$ cat config.mk
export PLATFORM = sky130hd
export DESIGN_NAME = json_pair_splitter
export DESIGN_NICKNAME = d
export VERILOG_FILES = /design/src/rtl/jps_pkg.sv /design/src/rtl/json_pair_splitter.sv
export VERILOG_INCLUDE_DIRS = /design/src /design/src/rtl
export SDC_FILE = /design/constraint.sdc
export NUM_CORES = 1
export LEC_CHECK = 0
export BUFFER_PORTS_ARGS = -buffer_cell sky130_fd_sc_hd__buf_2
export CORE_MARGIN = 3
export CORE_UTILIZATION = 40
export DETAILED_ROUTE_END_ITERATION = 7
export PLACE_DENSITY = 0.63
export SYNTH_ARGS = -nofsm -noshare
export SYNTH_HDL_FRONTEND = slang
export SYNTH_SLANG_ARGS = --single-unit
export TNS_END_PERCENT = 5
$ cat constraint.sdc
create_clock -name clk -period 2.82 [get_ports clk]
set_clock_uncertainty 0.05 [all_clocks]
set_input_delay 0.282 -clock clk [delete_from_list [all_inputs] [get_ports clk]]
set_output_delay 0.282 -clock clk [all_outputs]
set_load 0.01 [all_outputs]
$ cat src/rtl/json_pair_splitter_assert.svh
// Assertion helpers for the pair splitter; clock and reset are clk and rst.
`ifndef JSON_PAIR_SPLITTER_ASSERT_SVH
`define JSON_PAIR_SPLITTER_ASSERT_SVH

// same-cycle implication
`define JPS_ASSERT_NOW(lbl, ante, cons, msg) \
  lbl: assert property (@(posedge clk) disable iff (rst) (ante) |-> (cons)) \
    else $error(msg);

// next-cycle implication
`define JPS_ASSERT_NEXT(lbl, ante, cons, msg) \
  lbl: assert property (@(posedge clk) disable iff (rst) (ante) |=> (cons)) \
    else $error(msg);

`endif

$ cat src/rtl/jps_pkg.sv
`default_nettype none

package jps_pkg;

  localparam int MAX_BRACKET_DEPTH = 15;
  localparam int DEPTH_W = $clog2(MAX_BRACKET_DEPTH + 1);

  localparam logic [7:0] CH_LBRACE = 8'h7B;
  localparam logic [7:0] CH_RBRACE = 8'h7D;
  localparam logic [7:0] CH_COLON  = 8'h3A;
  localparam logic [7:0] CH_COMMA  = 8'h2C;
  localparam logic [7:0] CH_LBRACK = 8'h5B;
  localparam logic [7:0] CH_RBRACK = 8'h5D;
  localparam logic [7:0] CH_QUOTE  = 8'h22;

  typedef enum logic [2:0] {
    EV_KEY       = 3'd0,
    EV_VALUE     = 3'd1,
    EV_COMMIT    = 3'd2,
    EV_ERR_COLON = 3'd3,
    EV_ERR_COMMA = 3'd4
  } event_kind_t;

endpackage

`default_nettype wire

$ cat src/rtl/json_pair_splitter.sv
// Channel  Dir  tdata (low bit up)                       tuser           tlast
// s        in   text_byte[7:0]                           start_of_text   -
// m        out  event_kind[2:0], char_out[10:3], 0 pad    -               message_done
//
// One character per cycle sustained while the m side accepts results; a beat
// passes the input register, then the result register behind the parser flags.
// The parser flags update when a character leaves the input register.
// rst is synchronous and clears all flags and both valid bits.
// A stalled m side holds the result; s_tready drops only when both registers
// are full and the result is not taken in that cycle.
`default_nettype none

module json_pair_splitter
  import jps_pkg::*;
(
  input  wire logic        clk,
  input  wire logic        rst,
  input  wire logic        s_tvalid,
  output      logic        s_tready,
  input  wire logic [7:0]  s_tdata,   // text_byte[7:0]
  input  wire logic        s_tuser,   // start_of_text
  output      logic        m_tvalid,
  input  wire logic        m_tready,
  output      logic [15:0] m_tdata,   // event_kind[2:0], char_out[10:3], zeros
  output      logic        m_tlast    // message_done
);

  // input register
  logic       in_valid;
  logic [7:0] in_char;
  logic       in_start;

  // parser state
  logic               inside_object, inside_object_next;
  logic               in_value_phase, in_value_phase_next;
  logic               inside_quote, inside_quote_next;
  logic [DEPTH_W-1:0] nest_depth, nest_depth_next;
  logic               inside_brace, inside_brace_next;
  logic               value_empty, value_empty_next;
  logic               finished, finished_next;

  // result register
  logic        out_valid;
  event_kind_t out_kind;
  logic [7:0]  out_char;
  logic        out_done;

  logic        step;
  logic        res_valid;
  event_kind_t res_kind;
  logic [7:0]  res_char;
  logic        res_done;

  assign step     = in_valid && (!out_valid || m_tready);
  assign s_tready = !in_valid || step;

  always_comb begin
    logic               obj, valph, quote, brace, vempty, fin, top;
    logic [DEPTH_W-1:0] depth;
    obj    = inside_object;
    valph  = in_value_phase;
    quote  = inside_quote;
    depth  = nest_depth;
    brace  = inside_brace;
    vempty = value_empty;
    fin    = finished;
    if (in_start) begin
      obj    = 1'b0;
      valph  = 1'b0;
      quote  = 1'b0;
      depth  = '0;
      brace  = 1'b0;
      vempty = 1'b1;
      fin    = 1'b0;
    end

    inside_object_next  = obj;
    in_value_phase_next = valph;
    inside_quote_next   = quote;
    nest_depth_next     = depth;
    inside_brace_next   = brace;
    value_empty_next    = vempty;
    finished_next       = fin;
    res_valid = 1'b0;
    res_kind  = EV_KEY;
    res_char  = 8'd0;
    res_done  = 1'b0;

    top = !quote && (depth == '0) && !brace;

    if (fin) begin
      // ignored until the next start flag
    end else if (!obj) begin
      if (in_char == CH_LBRACE) begin
        inside_object_next  = 1'b1;
        in_value_phase_next = 1'b0;
      end
    end else if (in_char == CH_RBRACE && top) begin
      inside_object_next  = 1'b0;
      in_value_phase_next = 1'b0;
      value_empty_next    = 1'b1;
      finished_next       = 1'b1;
      res_valid = 1'b1;
      res_kind  = EV_COMMIT;
      res_done  = 1'b1;
    end else if (in_char == CH_COLON && top) begin
      if (valph) begin
        finished_next = 1'b1;
        res_valid = 1'b1;
        res_kind  = EV_ERR_COLON;
        res_done  = 1'b1;
      end else begin
        in_value_phase_next = 1'b1;
      end
    end else if (in_char == CH_LBRACK && !quote && valph && !brace) begin
      // saturating depth; only the outermost bracket is stripped
      if (depth != DEPTH_W'(MAX_BRACKET_DEPTH)) begin
        nest_depth_next = depth + 1'b1;
      end
      if (nest_depth_next > DEPTH_W'(1)) begin
        value_empty_next = 1'b0;
        res_valid = 1'b1;
        res_kind  = EV_VALUE;
        res_char  = in_char;
      end
    end else if (in_char == CH_RBRACK && !quote && valph && depth != '0 && !brace) begin
      nest_depth_next = depth - 1'b1;
      if (nest_depth_next != '0) begin
        value_empty_next = 1'b0;
        res_valid = 1'b1;
        res_kind  = EV_VALUE;
        res_char  = in_char;
      end
    end else if (in_char == CH_LBRACE && !quote && valph && depth == '0 && !brace
                 && vempty) begin
      inside_brace_next = 1'b1;
    end else if (in_char == CH_RBRACE && !quote && valph && brace && depth == '0) begin
      inside_brace_next = 1'b0;
    end else if (in_char == CH_COMMA && top) begin
      if (!valph) begin
        finished_next = 1'b1;
        res_valid = 1'b1;
        res_kind  = EV_ERR_COMMA;
        res_done  = 1'b1;
      end else begin
        in_value_phase_next = 1'b0;
        value_empty_next    = 1'b1;
        res_valid = 1'b1;
        res_kind  = EV_COMMIT;
      end
    end else if (in_char == CH_QUOTE && depth == '0 && !brace) begin
      inside_quote_next = !quote;
    end else if (valph) begin
      value_empty_next = 1'b0;
      res_valid = 1'b1;
      res_kind  = EV_VALUE;
      res_char  = in_char;
    end else begin
      res_valid = 1'b1;
      res_kind  = EV_KEY;
      res_char  = in_char;
    end
  end

  always_ff @(posedge clk) begin
    if (rst) begin
      in_valid       <= 1'b0;
      out_valid      <= 1'b0;
      inside_object  <= 1'b0;
      in_value_phase <= 1'b0;
      inside_quote   <= 1'b0;
      nest_depth     <= '0;
      inside_brace   <= 1'b0;
      value_empty    <= 1'b1;
      finished       <= 1'b0;
    end else begin
      if (s_tvalid && s_tready) begin
        in_valid <= 1'b1;
      end else if (step) begin
        in_valid <= 1'b0;
      end

      if (step) begin
        inside_object  <= inside_object_next;
        in_value_phase <= in_value_phase_next;
        inside_quote   <= inside_quote_next;
        nest_depth     <= nest_depth_next;
        inside_brace   <= inside_brace_next;
        value_empty    <= value_empty_next;
        finished       <= finished_next;
      end

      if (step) begin
        out_valid <= res_valid;
      end else if (m_tready) begin
        out_valid <= 1'b0;
      end
    end
  end

  always_ff @(posedge clk) begin
    if (s_tvalid && s_tready) begin
      in_char  <= s_tdata;
      in_start <= s_tuser;
    end
    if (step) begin
      out_kind <= res_kind;
      out_char <= res_char;
      out_done <= res_done;
    end
  end

  assign m_tvalid = out_valid;
  assign m_tdata  = {5'd0, out_char, out_kind};
  assign m_tlast  = out_done;

`include "json_pair_splitter_assert.svh"

  `JPS_ASSERT_NOW(a_done_sets_finished, m_tvalid && m_tlast, finished, "done beat without finished flag")
  `JPS_ASSERT_NOW(a_char_only_for_text, m_tvalid && (out_kind != EV_KEY) && (out_kind != EV_VALUE), out_char == 8'd0, "nonzero char on control event")
  `JPS_ASSERT_NOW(a_brace_in_value, inside_brace || (nest_depth != '0), in_value_phase, "nesting outside value phase")
  `JPS_ASSERT_NEXT(a_stall_holds_result, m_tvalid && !m_tready, m_tvalid && $stable(m_tdata) && $stable(m_tlast), "stalled result changed")

endmodule

`default_nettype wire
==> impl.org, run 1 <==
** Worst setup path
- STA classifies the critical path endpoint as a flop.
- Required time at the endpoint of the critical path :: 2.79 ns
- The slowest stage of the critical path belongs to the cell edfxtp_1.
- Startpoint of the worst register-to-register path :: in_start
- The cell that appears most often on the critical path is nand4_1.
- The worst setup path is launched from a flop.
- For this run, the slowest stage of the critical path takes 0.47 ns.
- Counting both buffers and inverters, the worst setup path holds a total of 0.
- Traced cell by cell, the critical path runs through nor2b_1 > ha_1 > or4bb_1 > o21ai_0 > nand4_1 > nand4_1 > a21oi_1.
- Cell family with most CP delay :: simple AND/OR/NAND/NOR gates
- Endpoint of the worst-slack reg-to-reg timing path :: out_char[3]
- Max Fanout on Critical Path :: 8
- Reg2reg setup slack :: 0.24 ns
- Critical path class :: flop to flop
- Data on the critical path arrives at its endpoint at 2.55 ns.
- Counting cells, the worst reg-to-reg path comes to 7.

** Placement
- Including well taps, the total number of placed cells is 326.
- After legalization and detailed placement, the total HPWL measured 4329 um.
- Timing analysis after detailed placement gives a worst setup slack of 0.3308 ns.
- RD Place Congestion :: 0.9870
- Area after detailed placement :: 2419 sq um
- Port Buf Inserts :: 26

** Logic synthesis
- Dividing the synthesized area by the synthesized cell count gives 9.549 sq um.
- The share of the Yosys chip area taken by registers is 40.00%.
- Number of distinct library cell variants in the gate-level netlist after synthesis :: 68
- Synth top area cells :: edfxtp_1 29%, dfxtp_1 11%, a21oi_1 4.4%
- Yosys Warn Count :: 0
- Synth area leader :: edfxtp_1
- Async SR Flop Fraction :: 0%
- For this run, the leading register cell type out of synthesis is edfxtp_1.
- Number of synthesized flops with an enable pin :: 21
- Synthesized flop and latch total :: 33
- Counting every instance in the synthesized netlist gives 228.
- Combined area of all synthesized cells :: 2177 sq um
- In this run the biggest area consumer among cell types represents 28.97% of the synthesized area.

** Route
- For this run, design rule violations remaining after detail routing come to 0.
- Highest routed layer :: met4
- The final route contains 2058 vias.
- Count of routing violations after the opening detailed-route iteration :: 152
- Sum of routed wire segments on met1 :: 2637 um
- Post-Route WL :: 5753 um
- After detailed routing, the met2 layer carries 2471 um of wire.
- DR pass1 iterations :: 5
- In the routed layout, each cell is associated on average with a via count of 6.162.
- Dividing the detail-routed wire length by the instance count gives 17.22 um.
- Length of routed met3 wiring :: 491 um
- Once detail routing completed, the nets flagged for antenna violations numbered 0.

** Clock tree
- After clock tree synthesis, the repair step resized 0 gates.
- After clock tree synthesis, the flow added hold-fix buffers numbering 0.
- Source-to-sink clock delay at the later pin of the worst-skew pair :: 0.29 ns
- The root buffer cell chosen for the clock tree is clkbuf_8.
- In this run the number of H-tree levels came out at 2.
- Counting the buffers created by CTS gives 5.
- Clock transition at the registers of the reported paths :: 0.07 ns
- CTS Sinks :: 33
- Maximum clock insertion buffer count :: 2
- Clock tree from TritonCTS :: done
- Number of setup buffers added after CTS :: 0

** Timing
- Maximum achievable frequency :: 0.3883 GHz
- Final critical-path share of the clock period :: 91.33%
- The worst path meets setup with 0.2445 ns of slack.
- The hold violation total from the final report was 0.
- Final setup violating endpoints :: 0
- Remaining max-slew budget at the tightest pin :: 52.27%
- Across all hold checks on the routed design, the worst slack comes to 0.1103 ns.
- Summed over all failing endpoints, the final setup total negative slack is 0 ns.
- Setup repair after global routing left no endpoint under its margin.
- Number of max-slew violations in the final report :: 0
- Tightest Pin Transition :: 0.6979 ns
- After layout, the minimum clock period comes to 2.576 ns.

** Floorplanning
- For this design the top-level I/O count stands at 32.
- Die area :: 6364 sq um
- Once the floorplan was initialized, standard cells occupied 42.09% of the core.
- Vertical extent of the die :: 79.78 um
- The die is 79.78 um wide.
- Core region area :: 5172 sq um
- Number of placement rows :: 26

** Pwr
- Maximum ir drop on the vdd rail :: 289.9 uV
- After layout, the design draws a total of 1.061 mW.
- Summed over all cells, the static leakage comes to 0.9016 nW.
- Power per cell area :: 420.3 nW/um^2

** GRT
- Across every metal layer, demand over resource in global routing totals 19.17%.
- Entering global routing, the biggest net connects 21 pins.
- The number of global-route vias before repair is 1829.
- The total overflow left after global routing is 0.
- The first global-routing pass estimated 9363 um of wire.
- Initial antenna violation count :: 0

** Finish
- Final cell utilization of the core :: 48.81%
- From synthesis to final layout, the design area changed by 15.98%.
- Number of standard cells in the layout, taps in and fillers out :: 334
- Number of filler cells placed in the layout :: 482
- The repair_antennas step left the layout with diodes totalling 0.
- Layout Cell Area excl Fill :: 2525 sq um
- After the last flow step, the layout net total stands at 279.
- Cells with a size suffix above 1 make up 22.35% of the layout.

** Worst hold path
- Instance count along the most critical hold path :: 1
- The worst hold path begins at s_tuser.
- The min-delay analysis places its worst path in the category primary input to flop.
- Hold Crit Endpoint :: in_start

** Status
- Outcome :: finished, final reports clean

** Flow run
- Number of max-cap violations :: 0
==> cell families (layout without fill, tap and decap cells) <==
group                      count (synthesis)  in the layout  synth area share, %
and+or+nand+nor                          100            100                29.08
AOI/OAI and AO/OA                         64             64                21.90
DFF                                       33             33                40.00
buffers and inverters                     22             54                4.770
muxes                                      4              4                1.954
adders and majority gates                  3              3                1.724
other                                      1              5               0.1722
xor gates and xnor gates                   1              1               0.4024
==> cell usage in the layout, fill, tap and decap left out, types with 3 or more instances in the layout <==
master	count
nor4_1	6
buf_2	26
edfxtp_1	21
or4bb_1	4
a21o_1	3
dfxtp_1	12
nand4_1	6
ha_1	3
inv_1	9
or2_2	3
nand3_1	14
o21ai_0	5
nor2b_1	9
a221oi_1	3
o211ai_1	4
conb_1	5
clkbuf_8	5
nand2_1	15
and3_1	3
buf_4	10
a21oi_1	19
nand2b_1	4
nor2_1	10
and2_1	5
==> metal layers <==
layer  global-route usage [%]  vias up
met5                        0        -
met4                    8.953        0
met3                    4.063       15
met2                    25.96      113
met1                    28.64      970
li1                         -      960
==> final cells by class <==
type | instances | area (sq um) | share of cell area (%)
repair buffers | 36 | 205.2 | 8.127
multi-input cells | 177 | 1217 | 48.22
clock buffers | 6 | 72.57 | 2.874
inverters | 10 | 37.54 | 1.487
clock inverters | 2 | 33.78 | 1.338
flip-flops and latches | 33 | 870.8 | 34.49
well taps | 70 | 87.58 | 3.469
==> flip-flops by register name, summed over array words and instances, names as in the netlist <==
| name | count |
|---|---|
| finished | 1 |
| in_char | 8 |
| in_start | 1 |
| in_valid | 1 |
| in_value_phase | 1 |
| inside_brace | 1 |
| inside_object | 1 |
| inside_quote | 1 |
| m_tlast | 1 |
| m_tvalid | 1 |
| nest_depth | 4 |
| out_char | 8 |
| out_kind | 3 |
| value_empty | 1 |
==> worst reg2reg max path: cells and delay by family, from the launching register on <==
family	cells	cell delay, ns
AO/OA/AOI/OAI	2	0.38
adder cells (fa/ha/maj)	1	0.23
AND/OR/NAND/NOR	4	1.18
flip-flops	1	0.47
==> synth_stat cells (4+ instances only) <==
cell type,number
a21oi_1,19
and2_1,5
buf_4,5
dfxtp_1,12
edfxtp_1,21
inv_1,9
nand2_1,15
nand2b_1,4
nand3_1,14
nand4_1,6
nor2_1,10
nor2b_1,9
nor4_1,6
o211ai_1,4
o21ai_0,5
or4bb_1,4
==> report_power, final <==
part	leakage (nW)	internal, mW	switching (mW)
registers	0.299	0.531	0.0204
logic	0.550	0.0300	0.0460
clock network	0.0528	0.261	0.173
==> how the worst max path moves through the flow <==
stage,end,depth (start not counted),startpoint
after detailed placement,nest_depth[2],5,in_char[5]
after floorplan,nest_depth[2],10,in_start
after global routing,out_char[2],8,in_start
after CTS,out_char[3],7,in_start
final,out_char[3],7,in_start
after global placement,nest_depth[2],5,in_char[5]
Note: power is estimated with default switching activity, not from simulation.
==> inputs of run 2 (changes only) <==
- RECOVER_POWER: default -> 100
==> impl.org, run 2 (synthesis gave the netlist of run 1 again) <==
** Finish
- The library cells used most frequently in the layout, excluding fill and tap cells, are 21 x edfxtp_1, 19 x a21oi_1, 16 x clkbuf_1.
- Final nets :: 279 (unchanged)
- Fraction of layout cells with a size suffix above 1 :: 15.91% (-6.4 points)
- The largest registers in the layout are in_char: 8 flops, out_char: 8 flops, nest_depth: 4 flops.
- Final cell utilization of the core :: 48.23% (-0.58 points)
- Number of filler cells placed in the layout :: 486 (+0.83%)
- The antenna diode instance count came to 0 (unchanged).
- Commonest non-fill, non-tap cell in the layout :: edfxtp_1
- Signed area change from the synthesized netlist to the final layout :: 14.60%

** Worst setup path
- The depth of the most critical reg-to-reg path was 5 (-2).
- Element type at the critical path start :: flop
- Combined buffer and inverter count along the critical path :: 0 (unchanged)
- Walking the worst path, the cells encountered are or4b_1 > nor4b_1 > o21ai_0 > nand4_1 > a21oi_1.
- The required time at the worst-slack endpoint was 2.79 ns (about the same).
- Slowest stage cell, crit path :: or4b_1
- Cell family with most CP delay :: simple AND/OR/NAND/NOR gates
- Worst path arrival time :: 2.54 ns (about the same)
- Reg2reg setup slack :: 0.25 ns (about the same)
- The worst setup path is of the flop to flop kind.
- STA classifies the critical path endpoint as a flop.
- Largest incremental delay on the critical path :: 0.63 ns (+0.16 ns)
- Max Fanout on Critical Path :: 8 (unchanged)
- Endpoint of the worst-slack reg-to-reg timing path :: out_char[3]
- Startpoint of the worst register-to-register path :: in_char[4]

** Timing
- The accumulated negative setup slack was 0 ns (unchanged).
- Hold Vio Cnt, Final :: 0 (unchanged)
- The actual transition at the worst max-transition pin came to 0.9306 ns (+0.2327 ns).
- Final critical-path share of the clock period :: 90.98% (-0.35 points)
- Shortest period the worst path allows :: 2.566 ns (-0.009938 ns)
- Number of max-slew violations in the final report :: 0 (unchanged)
- The worst hold slack was 0.1106 ns (+0.0003670 ns).
- Setup repair after global routing left no endpoint under its margin.
- Remaining max-slew budget at the tightest pin :: 37.96% (-14 points)
- Final setup violating endpoints :: 0 (unchanged)
- Maximum achievable frequency :: 0.3898 GHz (+0.39%)

** Worst hold path
- For hold timing, the worst endpoint is in_start.
- In this run the most critical hold path is launched from s_tuser.
- The tightest min-delay check is of the primary input to flop type.
- The hold-critical path depth was 1 (unchanged).

** Route
- Vias post-DR :: 2028 (-1.5%)
- The post-route DRC violation count was 0 (unchanged).
- The via-per-instance ratio came to 6.072 (-1.5%).
- Count of routing violations after the opening detailed-route iteration :: 199 (+31%)
- Post-Route WL :: 5774 um (+0.37%)
- The average detailed-routed wire length per instance came to 17.29 um (+0.37%).
- The number of detailed-routing iterations run before antenna repair is 5 (unchanged).
- The number of nets still failing antenna checks after routing came to 0 (unchanged).

** Clock tree
- TritonCTS built the clock tree.
- Clock buffer count from CTS :: 5 (unchanged)
- The number of buffers between clock root and the deepest sink came to 2 (unchanged).
- The maximum level of the CTS H-tree was 2 (unchanged).
- CTS hold repair buffers :: 0 (unchanged)
- Post-cts gate resize count :: 0 (unchanged)
- CTS root buffer :: clkbuf_8
- Clock transition at the registers of the reported paths :: 0.07 ns (about the same)
- The setup fix buffers added after clock tree synthesis came to 0 (unchanged).
- Source-to-sink clock delay at the later pin of the worst-skew pair :: 0.29 ns (about the same)
- CTS Sinks :: 33 (unchanged)

** GRT
- Largest net degree at the start of global routing :: 21 (unchanged)
- Combined global-route utilization of all metal layers :: 19.17% (unchanged)
- The first-pass GRT wire length is 9363 um (unchanged).
- The final global-route overflow total was 0 (unchanged).
- The initial antenna violation count is 0 (unchanged).
- The number of global-route vias before repair is 1829 (unchanged).

** Floorplanning
- Vertical extent of the die :: 79.78 um (unchanged)
- The initial standard-cell utilization of the core came to 42.09% (unchanged).
- Die area :: 6364 sq um (unchanged)
- The count of pins on the block boundary is 32 (unchanged).
- Core region area :: 5172 sq um (unchanged)
- Die width :: 79.78 um (unchanged)
- The standard-cell row count was 26 (unchanged).

** Pwr
- The final total power is 1.059 mW (-0.26%).
- Maximum ir drop on the vdd rail :: 289.6 uV (-0.13%)
- Power per cell area :: 424.3 nW/um^2 (+0.94%)
- The leakage power figure came to 0.8520 nW (-5.5%).

** Placement
- Port Buf Inserts :: 26 (unchanged)
- RD Place Congestion :: 0.9870 (unchanged)
- Detailed placement HPWL :: 4329 um (unchanged)

** Flow run
- The max-capacitance violation count is 0 (unchanged).

** Status
- The flow ran to the end, and the final reports show no timing, DRC or antenna violations.
==> run 2: cell types whose count changed in the layout (fill, tap and decap cells not counted), sizes merged <==
cell / previous run / this run
clkbuf: 6 / 21
buf: 36 / 21
==> run 2: metal layers <==
layer | up-vias | GRT usage, % | part of all wire (%)
li1 | 959 | - | -
met1 | 943 | 28.64 | 46
met2 | 109 | 25.96 | 43
met3 | 17 | 4.063 | 8.6
met4 | 0 | 8.953 | 2.8
met5 | - | 0 | 0
==> run 2: final cells by class <==
| cell class | instances | area, sq um | area share (%) |
|---|---|---|---|
| Inverter | 10 | 37.54 | 1.505 |
| Clock inverter | 2 | 33.78 | 1.354 |
| Clock buffer | 6 | 72.57 | 2.909 |
| Sequential cell | 33 | 870.8 | 34.90 |
| Multi-Input combinational cell | 177 | 1209 | 48.45 |
| Timing Repair Buffer | 36 | 183.9 | 7.372 |
| Tap cell | 70 | 87.58 | 3.511 |
==> run 2: stage by stage <==
stage	instance area (sq um)	worst slack [ns]	cells
floorplan	2192	0.3323	232
global placement	2419	0.3534	326
detailed placement	2419	0.3308	326
CTS	2525	0.3016	334
global route	2495	0.1151	334
finish	2495	0.2544	334
==> run 2: power by group <==
| group | switching (mW) | leakage [nW] | internal [mW] |
|---|---|---|---|
| logic | 0.0453 | 0.501 | 0.0276 |
| registers | 0.0207 | 0.299 | 0.532 |
| clock network | 0.173 | 0.0528 | 0.261 |
==> run 2: worst register-to-register path, stage by stage, from the launching register on <==
cell	delay [ns]
edfxtp_1	0.49
or4b_1	0.63
nor4b_1	0.42
o21ai_0	0.24
nand4_1	0.34
a21oi_1	0.13
==> run 2: worst max path at each step <==
stage	startpoint	endpoint	slack, ns	cells after the start
global placement	in_char[5]	nest_depth[2]	0.35	5
global route	in_start	out_char[2]	0.12	8
CTS	in_start	out_char[3]	0.30	7
floorplan	in_start	nest_depth[2]	0.33	10
detailed placement	in_char[5]	nest_depth[2]	0.33	5
finish	in_char[4]	out_char[3]	0.25	5
==> inputs of run 3 (changes only) <==
- ABC_AREA: default -> 1
==> impl.org, run 3 <==
** Status
- Outcome :: finished, final reports clean

** Logic synthesis
- After synthesis, the largest family of logic cells by area is simple AND/OR/NAND/NOR gates.
- Number of synthesized flops with an enable pin :: 21 (unchanged)
- In the synthesized netlist, the cells that appear most often are 66 x nand2_1, 35 x inv_1, 35 x nor2_1, 21 x edfxtp_1, 21 x nand3_1.
- Synthesized flop and latch total :: 33 (unchanged)
- The multiplexer share of the synthesized area is 0% (-2.0 points).
- Combined area of all synthesized cells :: 2111 sq um (-3.0%)
- The post-synthesis compound-gate area fraction came to 12.92% (-9.0 points).
- Post-synthesis share of cell area spent on xor and xnor gates :: 0.4149% (+0.013 points)
- Yosys instantiated no cell more often than nand2_1.
- The count of yosys warnings during synthesis came to 0 (unchanged).
- Post-synthesis cell count :: 283 (+24%)
- After synthesis, the cell types taking the most area are edfxtp_1 30%, nand2_1 12%, dfxtp_1 11%.
- Dominant synthesized flop cell :: edfxtp_1
- Post-synthesis share of cell area spent on and, or, nand and nor gates :: 34.44% (+5.4 points)
- edfxtp_1 takes more of the synthesized area than any other cell.
- Async SR Flop Fraction :: 0% (unchanged)
- Post-Syn Area per Cell :: 7.459 sq um (-22%)
- The count of unique library cells instantiated by Yosys came to 35 (-49%).
- The area share of the largest cell type after synthesis came to 29.88% (+0.91 points).
- Sequential area share after synthesis :: 41.26% (+1.3 points)
- Post-Synth Adder-Cell Area :: 1.778% (+0.054 points)

** GRT
- The number of global-route vias before repair was 1689 (-7.7%).
- Largest net degree at the start of global routing :: 19 (-9.5%)
- The global routing met3 resource utilization came to 4.128% (+0.065 points).
- The met1 usage in global routing came to 24.66% (-4.0 points).
- The final global-route overflow total came to 0 (unchanged).
- The layer flagged by global routing as most heavily used is met1.
- Wire length of the first global-routing pass :: 8197 um (-12%)
- Combined global-route utilization of all metal layers :: 17.07% (-2.1 points)
- The initial antenna violation count was 0 (unchanged).
- Met2 GRT Util :: 24.19% (-1.8 points)

** Clock tree
- The clock transition at the register clock pins on the worst setup and hold paths after CTS was 0.07 ns (about the same).
- The CTS sink count came to 33 (unchanged).
- The number of buffers between clock root and the deepest sink was 2 (unchanged).
- Clock tree synthesis selected as its root buffer the cell clkbuf_8.
- The post-cts gate resize count came to 0 (unchanged).
- The setup fix buffers added after clock tree synthesis was 0 (unchanged).
- Total number of H-tree levels :: 2 (unchanged)
- TritonCTS built the clock tree.
- The latest clock arrival within the worst-skew pair is 0.29 ns (about the same).
- CTS hold repair buffers :: 0 (unchanged)
- The total clock buffers created by CTS came to 5 (unchanged).

** Finish
- The net count reported at finish was 330 (+18%).
- The largest registers in the layout are in_char: 8 flops, out_char: 8 flops, nest_depth: 4 flops.
- The share of the core filled with cells was 48.23% (about the same).
- The library cells used most frequently in the layout, excluding fill and tap cells, are 68 x nand2_1, 35 x inv_1, 35 x nor2_1.
- Leaving out fill and tap cells, the most frequent cell in the layout is nand2_1.
- The final non-filler cell total was 382 (+14%).
- The antenna diode instance count came to 0 (unchanged).
- The fraction of layout cells with a size suffix above 1 is 12.06% (-3.8 points).
- Signed area change from the synthesized netlist to the final layout :: 12.21%

** Pwr
- Power per cell area :: 465.4 nW/um^2 (+9.7%)
- The register share of total power is 50.9% (-1.3 points).
- Maximum ir drop on the vdd rail :: 286.9 uV (-0.93%)
- Switching component of the power :: 0.2696 mW (+13%)
- The internal power component was 0.8327 mW (+1.6%).
- Combinational cell fraction of total power :: 10.1% (+3.2 points)
- Design Power :: 1.102 mW (+4.1%)
- Sw Ratio :: 24.45% (+1.9 points)
- Clock group share of total power :: 39.0% (-1.9 points)
- The leakage power figure was 1.065 nW (+25%).

** Worst setup path
- Slowest stage cell, crit path :: edfxtp_1
- Walking the worst path, the cells encountered are inv_4 > nand2_1 > ha_1 > nand3_1 > nor2_4 > nand2_4 > nand2_1 > nor2_4 > inv_2 > o21ai_0 > nand3_1 > a21oi_1.
- Critical path class :: flop to flop
- STA classifies the critical path startpoint as a flop.
- Required time at the endpoint of the critical path :: 3.00 ns (+0.21 ns)
- The maximum fanout along the worst path was 10 (+2).
- The arrival time reported for the critical path endpoint came to 2.60 ns (+0.06 ns).
- Largest incremental delay on the critical path :: 0.49 ns (-0.14 ns)
- The worst setup path is captured at a flop.

** Flow run
- Number of max-cap violations :: 0 (unchanged)

** Placement
- Number of cells after detailed placement :: 374 (+15%)
- Detailed placement HPWL :: 3722 um (-14%)
- Port Buf Inserts :: 26 (unchanged)
- RD Place Congestion :: 1.001 (+1.4%)

** Route
- The first-iteration detailed-routing DRC count is 166 (-17%).
- The via-per-instance ratio came to 5.005 (-18%).
- Post-Route WL :: 4820 um (-17%)
- The average detailed-routed wire length per instance is 12.62 um (-27%).
- The number of nets still failing antenna checks after routing was 0 (unchanged).
- Remaining routing DRC violations :: 0 (unchanged)
- Vias post-DR :: 1912 (-5.7%)
- DR pass1 iterations :: 4 (-1)

** Timing
- Shortest period the worst path allows :: 2.428 ns (-0.1374 ns)
- Maximum achievable frequency :: 0.4118 GHz (+5.7%)
- The final-report setup violation count is 0 (unchanged).
- Remaining max-slew budget at the tightest pin :: 52.35% (+14 points)
- Hold Vio Cnt, Final :: 0 (unchanged)
- The max-slew violation count came to 0 (unchanged).
- The final critical-path share of the clock period came to 86.11% (-4.9 points).
- Tightest Pin Transition :: 0.7139 ns (-0.2167 ns)
- The accumulated negative setup slack was 0 ns (unchanged).
- Setup repair after global routing left no endpoint under its margin.

** Floorplanning
- The die outline width was 78.64 um (-1.4%).
- The vertical die dimension came to 78.64 um (-1.4%).
- The standard-cell row count is 25 (-3.8%).
- The initial standard-cell utilization of the core is 42.98% (+0.89 points).
- Core region area :: 4911 sq um (-5.1%)
- Die area :: 6184 sq um (-2.8%)
- The count of pins on the block boundary is 32 (unchanged).

** Worst hold path
- The worst hold path belongs to the class primary input to flop.
==> run 3: cell types whose count changed after synthesis, moves of 4 or more <==
cell,before,now
nand2b_1,4,0
nand3_1,14,21
nand4_1,6,10
and2_1,5,0
o21ai_0,5,16
nor2_1,10,35
nand2_1,15,66
or4bb_1,4,0
o211ai_1,4,0
nor2b_1,9,0
nor4_1,6,1
inv_1,9,35
nor2_4,0,4
nand2_2,0,6
==> run 3: power groups by stage <==
stage,Clock (mW),Combinational [mW],Sequential [mW]
final,0.430,0.111,0.561
after global routing,0.474,0.127,0.564
after CTS,0.444,0.114,0.560
after detailed placement,0,0.113,0.571
after global placement,0,0.113,0.570
after floorplan,0,0.0822,0.568
==> run 3: layer usage <==
metal	share of wire [%]	routed length [um]
met1	50	2404
met2	42	2019
met3	6.6	316
met4	1.6	79
met5	0	0
==> run 3: per-stage QoR <==
step                      hold slack [ns]  worst slack [ns]  area [sq um]
after CTS                          0.1056            0.5548          2405
after global placement             0.4084            0.6306          2298
after detailed placement           0.4101            0.5749          2298
after floorplan                    0.2944            0.8232          2126
final                              0.1148            0.3918          2369
after global routing               0.1001            0.1659          2369
==> run 3: cell families (layout without fill, tap and decap cells) <==
| logic type | count (synthesis) | in the layout |
|---|---|---|
| compound gates | 46 | 46 |
| other cells | 1 | 5 |
| flops | 33 | 33 |
| buf+inv | 45 | 73 |
| simple gates | 154 | 154 |
| xor+xnor | 1 | 1 |
| fa+ha+maj | 3 | 3 |
==> run 3: final timing paths <==
kind	startpoint	cells after the start	to	slack (ns)
max	in_start	12	nest_depth[3]	0.39
min	s_tdata[2]	1	in_char[2]	0.11
min reg2reg	finished	2	finished	0.44
max reg2reg	in_start	12	nest_depth[3]	0.39
==> run 3: cell type report <==
class / instances / area [sq um]
fill: 518 / 2542
multi-input combinational: 209 / 1046
sequential: 33 / 870.8
inverter: 39 / 148.9
timing repair buffer: 26 / 112.6
tap: 67 / 83.83
clock buffer: 6 / 72.57
clock inverter: 2 / 33.78
==> run 3: critical path: cells and delay by family, from the launching register on <==
family,cells,cell delay [ns]
buffers and inverters,2,0.29
DFF,1,0.49
AOI/OAI and AO/OA,2,0.33
adders and majority gates,1,0.24
and+or+nand+nor,7,0.97
